===== src/hw/rtl/scw_pkg.sv =====
// ----------------------------------------------------------------------------
// scw_pkg: shared types and constants of the soft clip waveshaper
// Register indexes, reset values, fixed-point shifts and the status groups
// passed between the sequencer, the serial multiplier and the top level.
// ----------------------------------------------------------------------------
package scw_pkg;

  localparam int CFG_W     = 16;
  localparam int CFG_IDX_W = 2;
  localparam int PASS_W    = 8;
  localparam int MIX_W     = 16;
  localparam int GAIN_W    = 16;

  localparam logic [CFG_IDX_W-1:0] CFG_PASS_COUNT  = 2'd0;
  localparam logic [CFG_IDX_W-1:0] CFG_MIX_AMOUNT  = 2'd1;
  localparam logic [CFG_IDX_W-1:0] CFG_OUTPUT_GAIN = 2'd2;

  localparam logic [PASS_W-1:0] PASS_RESET = 8'd1;
  localparam logic [MIX_W-1:0]  MIX_RESET  = 16'd0;
  localparam logic [GAIN_W-1:0] GAIN_RESET = 16'd4096;

  localparam logic [MIX_W-1:0] MIX_ONE = 16'h8000;

  localparam int MIX_FRAC  = 15;
  localparam int GAIN_FRAC = 12;

  typedef struct packed {
    logic busy;
    logic done;
  } mul_stat_t;

  typedef struct packed {
    logic idle;
    logic res_valid;
  } shp_stat_t;

endpackage


===== src/hw/rtl/scw_if.sv =====
// ----------------------------------------------------------------------------
// scw_if: word channels of the soft clip waveshaper
// Valid/ready channels for input samples and shaped result samples.
// ----------------------------------------------------------------------------
interface scw_in_if #(
  parameter int SAMPLE_WIDTH = 16
);
  logic                           valid;
  logic                           ready;
  logic signed [SAMPLE_WIDTH-1:0] sample_in;

  modport source (output valid, output sample_in, input ready);
  modport sink   (input valid, input sample_in, output ready);
endinterface

interface scw_out_if #(
  parameter int SAMPLE_WIDTH = 16
);
  logic                           valid;
  logic                           ready;
  logic signed [SAMPLE_WIDTH-1:0] sample_out;

  modport source (output valid, output sample_out, input ready);
  modport sink   (input valid, input sample_out, output ready);
endinterface


===== src/hw/rtl/scw_serial_mult.sv =====
// ----------------------------------------------------------------------------
// scw_serial_mult: bit-serial shift-add multiplier
// Signed AW-bit operand times unsigned BW-bit operand, one multiplier bit per
// cycle through a right-shifting product register.
// ----------------------------------------------------------------------------
module scw_serial_mult #(
  parameter int AW = 17,
  parameter int BW = 16
) (
  input  logic                    clk,
  input  logic                    rst_n,
  input  logic                    start,
  input  logic signed [AW-1:0]    op_a,
  input  logic [BW-1:0]           op_b,
  output logic signed [AW+BW-1:0] prod,
  output scw_pkg::mul_stat_t      stat
);
  import scw_pkg::*;

  localparam int CW = $clog2(BW);

  logic signed [AW-1:0] hi_r;
  logic [BW-1:0]        lo_r;
  logic signed [AW-1:0] a_r;
  logic [CW-1:0]        cnt_r;
  logic                 busy_r;
  logic                 done_r;
  logic signed [AW:0]   sum;

  assign sum = {hi_r[AW-1], hi_r} + (lo_r[0] ? {a_r[AW-1], a_r} : '0);

  always_ff @(posedge clk) begin
    if (!rst_n) begin
      busy_r <= 1'b0;
      done_r <= 1'b0;
      cnt_r  <= '0;
    end else begin
      done_r <= 1'b0;
      if (start) begin
        hi_r   <= '0;
        lo_r   <= op_b;
        a_r    <= op_a;
        cnt_r  <= '0;
        busy_r <= 1'b1;
      end else if (busy_r) begin
        hi_r  <= sum[AW:1];
        lo_r  <= {sum[0], lo_r[BW-1:1]};
        cnt_r <= cnt_r + 1'b1;
        if (cnt_r == CW'(BW - 1)) begin
          busy_r <= 1'b0;
          done_r <= 1'b1;
        end
      end
    end
  end

  assign prod      = $signed({hi_r, lo_r});
  assign stat.busy = busy_r;
  assign stat.done = done_r;

  a_no_restart: assert property (@(posedge clk) disable iff (!rst_n)
    start |-> !busy_r)
    else $error("multiplier restarted while busy");

  a_done_after_run: assert property (@(posedge clk) disable iff (!rst_n)
    done_r |-> ($past(busy_r) && !busy_r))
    else $error("product flagged without a run");

endmodule


===== src/hw/rtl/scw_shaper.sv =====
// ----------------------------------------------------------------------------
// scw_shaper: pass sequencer of the soft clip waveshaper
// Steps square, blend and gain products through one serial multiplier,
// repeats the pass per sample and saturates the gained result.
// ----------------------------------------------------------------------------
module scw_shaper #(
  parameter int SAMPLE_WIDTH = 16
) (
  input  logic                           clk,
  input  logic                           rst_n,
  input  logic                           start,
  input  logic signed [SAMPLE_WIDTH-1:0] sample_in,
  input  logic [scw_pkg::PASS_W-1:0]     pass_count,
  input  logic [scw_pkg::MIX_W-1:0]      mix_sat,
  input  logic [scw_pkg::GAIN_W-1:0]     gain,
  input  logic                           take,
  output scw_pkg::shp_stat_t             stat,
  output logic signed [SAMPLE_WIDTH-1:0] res
);
  import scw_pkg::*;

  localparam int W  = SAMPLE_WIDTH;
  localparam int AW = W + 1;
  localparam int BW = (W > 16) ? W : 16;
  localparam int PW = AW + BW;
  localparam int GV = PW - GAIN_FRAC;

  typedef enum logic [2:0] {
    S_IDLE, S_NEXT, S_SQ, S_MIXX, S_MIXS, S_GAIN, S_DONE
  } state_t;

  state_t               state_r;
  logic signed [AW-1:0] x_r;
  logic [W-1:0]         a_r;
  logic                 neg_r;
  logic signed [AW-1:0] s_r;
  logic signed [PW-1:0] acc_r;
  logic [PASS_W-1:0]    cnt_r;
  logic signed [W-1:0]  res_r;
  logic                 mul_start_r;
  logic signed [AW-1:0] mul_a_r;
  logic [BW-1:0]        mul_b_r;

  logic signed [PW-1:0] prod;
  mul_stat_t            mstat;

  logic signed [AW-1:0] x_abs;
  logic [AW-1:0]        sq_sh;
  logic [AW-1:0]        s_mag;
  logic signed [AW-1:0] s_sgn;
  logic signed [PW:0]   blend_full;
  logic signed [AW-1:0] blend;
  logic [MIX_W-1:0]     mix_comp;
  logic [GV-1:0]        gv;
  logic [GV-W:0]        gtop;
  logic                 gfits;
  logic signed [W-1:0]  clamped;

  scw_serial_mult #(
    .AW(AW),
    .BW(BW)
  ) u_mult (
    .clk  (clk),
    .rst_n(rst_n),
    .start(mul_start_r),
    .op_a (mul_a_r),
    .op_b (mul_b_r),
    .prod (prod),
    .stat (mstat)
  );

  assign x_abs      = x_r[AW-1] ? -x_r : x_r;
  assign sq_sh      = prod[W-1 +: AW];
  assign s_mag      = {a_r, 1'b0} - sq_sh;
  assign s_sgn      = neg_r ? -$signed(s_mag) : $signed(s_mag);
  assign blend_full = {acc_r[PW-1], acc_r} + {prod[PW-1], prod};
  assign blend      = blend_full[MIX_FRAC +: AW];
  assign mix_comp   = MIX_ONE - mix_sat;
  assign gv         = prod[PW-1:GAIN_FRAC];
  assign gtop       = gv[GV-1:W-1];
  assign gfits      = (gtop == '0) || (&gtop);
  assign clamped    = gfits ? $signed(gv[W-1:0]) :
                      gv[GV-1] ? $signed({1'b1, {(W-1){1'b0}}}) :
                                 $signed({1'b0, {(W-1){1'b1}}});

  always_ff @(posedge clk) begin
    if (!rst_n) begin
      state_r     <= S_IDLE;
      mul_start_r <= 1'b0;
    end else begin
      mul_start_r <= 1'b0;
      unique case (state_r)
        S_IDLE: begin
          if (start) begin
            if (pass_count == '0) begin
              res_r   <= sample_in;
              state_r <= S_DONE;
            end else begin
              x_r     <= AW'(sample_in);
              cnt_r   <= pass_count;
              state_r <= S_NEXT;
            end
          end
        end
        S_NEXT: begin
          a_r         <= x_abs[W-1:0];
          neg_r       <= x_r[AW-1];
          mul_a_r     <= {1'b0, x_abs[W-1:0]};
          mul_b_r     <= BW'(x_abs[W-1:0]);
          mul_start_r <= 1'b1;
          state_r     <= S_SQ;
        end
        S_SQ: begin
          if (mstat.done) begin
            s_r         <= s_sgn;
            mul_a_r     <= x_r;
            mul_b_r     <= BW'(mix_comp);
            mul_start_r <= 1'b1;
            state_r     <= S_MIXX;
          end
        end
        S_MIXX: begin
          if (mstat.done) begin
            acc_r       <= prod;
            mul_a_r     <= s_r;
            mul_b_r     <= BW'(mix_sat);
            mul_start_r <= 1'b1;
            state_r     <= S_MIXS;
          end
        end
        S_MIXS: begin
          if (mstat.done) begin
            x_r   <= blend;
            cnt_r <= cnt_r - 1'b1;
            if (cnt_r == PASS_W'(1)) begin
              mul_a_r     <= blend;
              mul_b_r     <= BW'(gain);
              mul_start_r <= 1'b1;
              state_r     <= S_GAIN;
            end else begin
              state_r <= S_NEXT;
            end
          end
        end
        S_GAIN: begin
          if (mstat.done) begin
            res_r   <= clamped;
            state_r <= S_DONE;
          end
        end
        S_DONE: begin
          if (take) begin
            state_r <= S_IDLE;
          end
        end
        default: state_r <= S_IDLE;
      endcase
    end
  end

  assign stat.idle      = (state_r == S_IDLE);
  assign stat.res_valid = (state_r == S_DONE);
  assign res            = res_r;

  a_bypass: assert property (@(posedge clk) disable iff (!rst_n)
    (start && stat.idle && (pass_count == '0)) |=> stat.res_valid)
    else $error("zero-pass sample not bypassed");

  a_res_hold: assert property (@(posedge clk) disable iff (!rst_n)
    (stat.res_valid && !take) |=> (stat.res_valid && $stable(res)))
    else $error("result lost before hand-over");

endmodule


===== src/hw/rtl/soft_clip_waveshaper.sv =====
// ----------------------------------------------------------------------------
// soft_clip_waveshaper: soft clipping waveshaper top level
// Shapes each sample by repeated 2|x| - x*x passes blended with the pass
// input, applies output gain and saturates; one serial multiplier does it all.
//
//   channel   direction  handshake     word
//   in_word   in         valid/ready   sample_in  (SAMPLE_WIDTH, signed)
//   out_word  out        valid/ready   sample_out (SAMPLE_WIDTH, signed)
//   cfg_*     in         write enable  cfg_idx 2 bits, cfg_wdata 16 bits
//
// One sample at a time; each product runs on the shift-add multiplier with
// B = max(SAMPLE_WIDTH, 16) multiplier bits. One pass takes a square and two
// blend products; after the last pass come the gain product and the hand-over
// to the output register. A pass_count of zero returns the word unchanged.
// Reset clears the control state and loads the register defaults.
// The output register holds a result while out_word stalls; the next word is
// taken as soon as the sequencer is idle, whatever the output side does.
// ----------------------------------------------------------------------------
module soft_clip_waveshaper #(
  parameter int SAMPLE_WIDTH = 16
) (
  input  logic                              clk,
  input  logic                              rst_n,
  input  logic                              cfg_we,
  input  logic [scw_pkg::CFG_IDX_W-1:0]     cfg_idx,
  input  logic [scw_pkg::CFG_W-1:0]         cfg_wdata,
  scw_in_if.sink                            in_word,
  scw_out_if.source                         out_word
);
  import scw_pkg::*;

  logic [PASS_W-1:0]             pass_r;
  logic [MIX_W-1:0]              mix_r;
  logic [GAIN_W-1:0]             gain_r;
  logic [MIX_W-1:0]              mix_sat;
  logic                          out_valid_r;
  logic signed [SAMPLE_WIDTH-1:0] out_sample_r;
  shp_stat_t                     shp_stat;
  logic signed [SAMPLE_WIDTH-1:0] shp_res;
  logic                          in_acc;
  logic                          take;

  always_ff @(posedge clk) begin
    if (!rst_n) begin
      pass_r <= PASS_RESET;
      mix_r  <= MIX_RESET;
      gain_r <= GAIN_RESET;
    end else if (cfg_we) begin
      unique case (cfg_idx)
        CFG_PASS_COUNT:  pass_r <= cfg_wdata[PASS_W-1:0];
        CFG_MIX_AMOUNT:  mix_r  <= cfg_wdata[MIX_W-1:0];
        CFG_OUTPUT_GAIN: gain_r <= cfg_wdata[GAIN_W-1:0];
        default: ;
      endcase
    end
  end

  assign mix_sat       = (mix_r > MIX_ONE) ? MIX_ONE : mix_r;
  assign in_word.ready = shp_stat.idle;
  assign in_acc        = in_word.valid && in_word.ready;
  assign take          = shp_stat.res_valid && (!out_valid_r || out_word.ready);

  scw_shaper #(
    .SAMPLE_WIDTH(SAMPLE_WIDTH)
  ) u_shaper (
    .clk       (clk),
    .rst_n     (rst_n),
    .start     (in_acc),
    .sample_in (in_word.sample_in),
    .pass_count(pass_r),
    .mix_sat   (mix_sat),
    .gain      (gain_r),
    .take      (take),
    .stat      (shp_stat),
    .res       (shp_res)
  );

  always_ff @(posedge clk) begin
    if (!rst_n) begin
      out_valid_r <= 1'b0;
    end else begin
      if (take) begin
        out_valid_r  <= 1'b1;
        out_sample_r <= shp_res;
      end else if (out_word.ready) begin
        out_valid_r <= 1'b0;
      end
    end
  end

  assign out_word.valid      = out_valid_r;
  assign out_word.sample_out = out_sample_r;

  a_out_from_result: assert property (@(posedge clk) disable iff (!rst_n)
    $rose(out_valid_r) |-> $past(shp_stat.res_valid))
    else $error("output word raised without a result");

endmodule

===== src/flat_wrapper.sv =====
// flat-port wrapper written by rule: the top's interface ports become plain ports
module soft_clip_waveshaper_flat import scw_pkg::*;
#(
  parameter int SAMPLE_WIDTH = 16
)
  (clk, rst_n, cfg_we, cfg_idx, cfg_wdata, in_word_valid, in_word_sample_in, in_word_ready, out_word_valid, out_word_sample_out, out_word_ready);
  scw_in_if #(.SAMPLE_WIDTH(SAMPLE_WIDTH)) in_word_i ();
  scw_out_if #(.SAMPLE_WIDTH(SAMPLE_WIDTH)) out_word_i ();
  input  logic clk;
  input  logic rst_n;
  input  logic cfg_we;
  input  logic [scw_pkg::CFG_IDX_W-1:0] cfg_idx;
  input  logic [scw_pkg::CFG_W-1:0] cfg_wdata;
  input wire logic [$bits(in_word_i.valid)-1:0] in_word_valid;
  input wire logic [$bits(in_word_i.sample_in)-1:0] in_word_sample_in;
  output wire logic [$bits(in_word_i.ready)-1:0] in_word_ready;
  output wire logic [$bits(out_word_i.valid)-1:0] out_word_valid;
  output wire logic [$bits(out_word_i.sample_out)-1:0] out_word_sample_out;
  input wire logic [$bits(out_word_i.ready)-1:0] out_word_ready;
  assign in_word_i.valid = in_word_valid;
  assign in_word_i.sample_in = in_word_sample_in;
  assign in_word_ready = in_word_i.ready;
  assign out_word_valid = out_word_i.valid;
  assign out_word_sample_out = out_word_i.sample_out;
  assign out_word_i.ready = out_word_ready;
  soft_clip_waveshaper #(.SAMPLE_WIDTH(SAMPLE_WIDTH)) u_core (.clk(clk), .rst_n(rst_n), .cfg_we(cfg_we), .cfg_idx(cfg_idx), .cfg_wdata(cfg_wdata), .in_word(in_word_i), .out_word(out_word_i));
endmodule

===== config.mk =====
export PLATFORM = sky130hd
export DESIGN_NAME = soft_clip_waveshaper_flat
export DESIGN_NICKNAME = d
export VERILOG_FILES = /design/src/hw/rtl/scw_pkg.sv /design/src/hw/rtl/scw_if.sv /design/src/hw/rtl/scw_serial_mult.sv /design/src/hw/rtl/scw_shaper.sv /design/src/hw/rtl/soft_clip_waveshaper.sv /design/src/flat_wrapper.sv
export SDC_FILE = /design/constraint.sdc
export NUM_CORES = 1
export LEC_CHECK = 0
export ABC_AREA = 1
export ABC_CLOCK_PERIOD_IN_PS = 10150
export BUFFER_PORTS_ARGS = -buffer_cell sky130_fd_sc_hd__buf_2
export CELL_PAD_IN_SITES_DETAIL_PLACEMENT = 1
export CELL_PAD_IN_SITES_GLOBAL_PLACEMENT = 1
export CORE_AREA = 2 2 173 175
export DETAILED_ROUTE_END_ITERATION = 12
export DIE_AREA = 0 0 175 177
export PLACE_DENSITY_LB_ADDON = 0.1
export SLEW_MARGIN = 20
export SYNTH_ARGS = -nofsm -noshare
export SYNTH_HDL_FRONTEND = slang
export SYNTH_SLANG_ARGS = --single-unit

===== constraint.sdc =====
create_clock -name clk -period 10.15 [get_ports clk]
set_input_delay 0.5075 -clock clk [delete_from_list [all_inputs] [get_ports clk]]
set_output_delay 0.5075 -clock clk [all_outputs]
set_load 0.02 [all_outputs]

==> metrics.csv <==
metric,value,unit
Filler cells,3478,
CP required,10.33,ns
initial antenna violation count,0,
min-delay src,cfg_wdata[12],
post-CTS resize count,0,
boundary pin count,57,
Post-synth ARST share,0,%
post-synthesis register bit count,257,
Avg WL per Cell,22.5,um
Skew-Pair Late Insertion Delay,0.57,ns
"wirelength, routed",50.7,mm
ANT cells,0,
first-pass GRT wire length,77.7,mm
placed cell area,0.0156,mm^2
worst setup margin,7.08,ns
setup TNS,0,ns
starting density of the core,51.1,%
Final Hold Fails,0,
DRT iter0 DRCs,897,
core area,0.0292,mm^2
Mapped Area,0.0149,mm^2
syn avg cell area,8.37,um^2
Routed Antenna Nets,0,
maximum buffer depth of the clock tree,3,
Congestion Overflow GR,0,
RSZ-0062 raised after global routing,false,
max_cap viols,0,
Final Max Slew Viols,0,
most frequent cells in the layout,"433 x nand2_1, 228 x inv_1, 206 x edfxtp_1",
worst hold path type,input pin to register,
clk sinks,257,
sequential cell area,0.00721,mm^2
Vias,13100,
Leak,7.20,nW
Synth Flop Type,edfxtp_1,
"EDFF count, synth",206,
Post-route DRC,0,
final std cells w/o fill,2258,
largest net degree at the start of global routing,46,
Post-CTS Hold Buffers,0,
syn nets,1893,
Tmin final,3.07,ns
skew final,0.0200,ns
Power Dens Cells,232,mW/mm^2
Via density,5.82,
Peak VDD IR,128,uV
pre-CTS WS,7.05,ns
area grow syn2layout,11.7,%
unique cell type count in the Yosys netlist,54,
clk root buf,clkbuf_16,
Detailed Place HPWL,39.1,mm
chip height,177,um
final setup fails,0,
postcts setup bufs,0,
number of port buffers,56,
"commonest non-fill, non-tap cell in the layout",nand2_1,
sequential area share after synthesis,48.3,%
largest fanout on the critical path,33,
share of post-route cells with drive strength above 1,10.8,%
H-tree Lvls,1,
CTS tree,done,
die width,175,um
die area,0.0310,mm^2
yosys warns,0,
RePlAce Congestion,0.963,
element type at the critical path end,register,
CP Launch Type,register,
Layout Nets,1953,
placed insts,2201,
reg-to-reg setup timing slack,7.08,ns
post-route cell area,0.0167,mm^2
GRT Total Usage,32.9,%
Min Hold Slack,0.176,ns
Crit Path Category,register to register,
Worst setup startpoint,u_core.u_shaper.state_r[0],
pin slew with the least headroom to its limit,1.03,ns
status,completed,
reg2reg start,u_core.u_shaper.state_r[0],
drt first pass iters,7,
final worst-path cycle share,30.2,%
Worst-path clk slew,0.07,ns
vias in the first global route,13600,
Cell Rows,63,
f_max,326,MHz
Num CTS Buffers,30,
WP data arrival,3.24,ns
Slew headroom,30.8,%
area of the multi-input gates,0.00666,mm^2
cells after synthesis,1784,
## kinds of logic after synthesis
| family | count (synthesis) | share of synthesized area (%) |
|---|---|---|
| flip-flops | 257 | 48.3 |
| XOR/XNOR | 32 | 1.88 |
| AO/OA/AOI/OAI | 327 | 12.9 |
| adder cells (fa/ha/maj) | 70 | 5.97 |
| AND/OR/NAND/NOR | 813 | 23.6 |
| buffers and inverters | 285 | 7.40 |
## layer usage
metal | GRT usage (%) | part of all wire [%]
met1 | 40.4 | 40
met2 | 56.5 | 48
met3 | 4.81 | 5.8
met4 | 16.7 | 6.1
met5 | 0 | 0
## cells in the mapped netlist, types with 2 or more instances
library cell  instances  area (um^2)
a31oi_1               7         43.8
o21bai_1              8         60.1
fa_1                  2         40.0
a22oi_1              29          218
o21a_1                5         37.5
a211oi_1              2         15.0
nand4_1              21          131
and2_1                4         25.0
nor2_4                4         45.0
o21ai_0             123          616
a21boi_0              6         45.0
nand2_1             433         1630
nand2_4               2         22.5
ha_1                 68          851
xnor2_1              11         96.3
nor2_2               13         81.3
xor2_1               21          184
nor4_1                5         31.3
nor3_1               20          100
inv_1               228          856
or2_2                 7         43.8
o31ai_1               5         37.5
o41ai_1               2         17.5
a21o_1               11         82.6
edfxtp_1            206         6190
nor2_1              151          567
nand3_1             112          561
nand2_2              23          144
nand3_2               3         30.0
buf_1                 3         11.3
buf_2                 7         35.0
nand3b_1             11         82.6
clkbuf_1             26         97.6
o21ai_1               6         30.0
inv_2                16         60.1
a21oi_1             103          515
o211ai_1              5         37.5
buf_8                 2         30.0
clkinv_1              2         7.51
o2111ai_1             7         61.3
dfxtp_1              51         1020
## state kept, by name (all words and copies together) (netlist names), 16 cells and up
register,count
u_core.u_shaper.acc_r,32
u_core.u_shaper.mul_a_r,17
u_core.u_shaper.s_r,17
u_core.u_shaper.u_mult.a_r,17
u_core.u_shaper.u_mult.hi_r,17
u_core.u_shaper.x_r,17
u_core.gain_r,16
u_core.mix_r,16
u_core.out_word.sample_out,16
u_core.u_shaper.a_r,16
u_core.u_shaper.mul_b_r,16
u_core.u_shaper.res,16
u_core.u_shaper.u_mult.lo_r,16
## where the power goes
group | total, mW | leakage [nW] | switching (mW) | internal (mW)
Clock | 1.11 | 0.504 | 0.466 | 0.641
Sequential | 1.50 | 2.29 | 0.135 | 1.37
Combinational | 1.26 | 4.40 | 0.889 | 0.375
## worst paths after layout
kind                                    endpoint  cells past startpoint
hold / removal                 u_core.gain_r[12]                      3
setup reg to reg     u_core.u_shaper.mul_a_r[11]                      7
hold reg to reg   u_core.u_shaper.u_mult.a_r[10]                      0
setup / recovery     u_core.u_shaper.mul_a_r[11]                      7
## through the flow
| step | util [%] | total power, mW |
|---|---|---|
| floorplan | - | 2.30 |
| global placement | 53.4 | 2.69 |
| detailed placement | 53.4 | 2.75 |
| CTS | 56.9 | 3.86 |
| global route | 57.0 | 4.05 |
| finish | 57.0 | 3.88 |
## final cells by class
| type | instances | area share (%) |
|---|---|---|
| flip-flops and latches | 257 | 43.2 |
| multi-input cells | 1242 | 39.9 |
| inverters | 246 | 5.54 |
| clock buffers | 36 | 5.21 |
| well taps | 390 | 2.93 |
| repair buffers | 67 | 2.22 |
| clock inverters | 20 | 0.953 |
## worst max-delay path, stage by stage (launching register included)
cell and delay (ns):
dfxtp_1 0.39, nor2_1 0.18, inv_2 0.07, nor2_4 0.42, buf_4 0.47, nand4_1 0.19
a21oi_1 0.21, or2_2 0.72
Note: power is estimated with default switching activity, not from simulation.
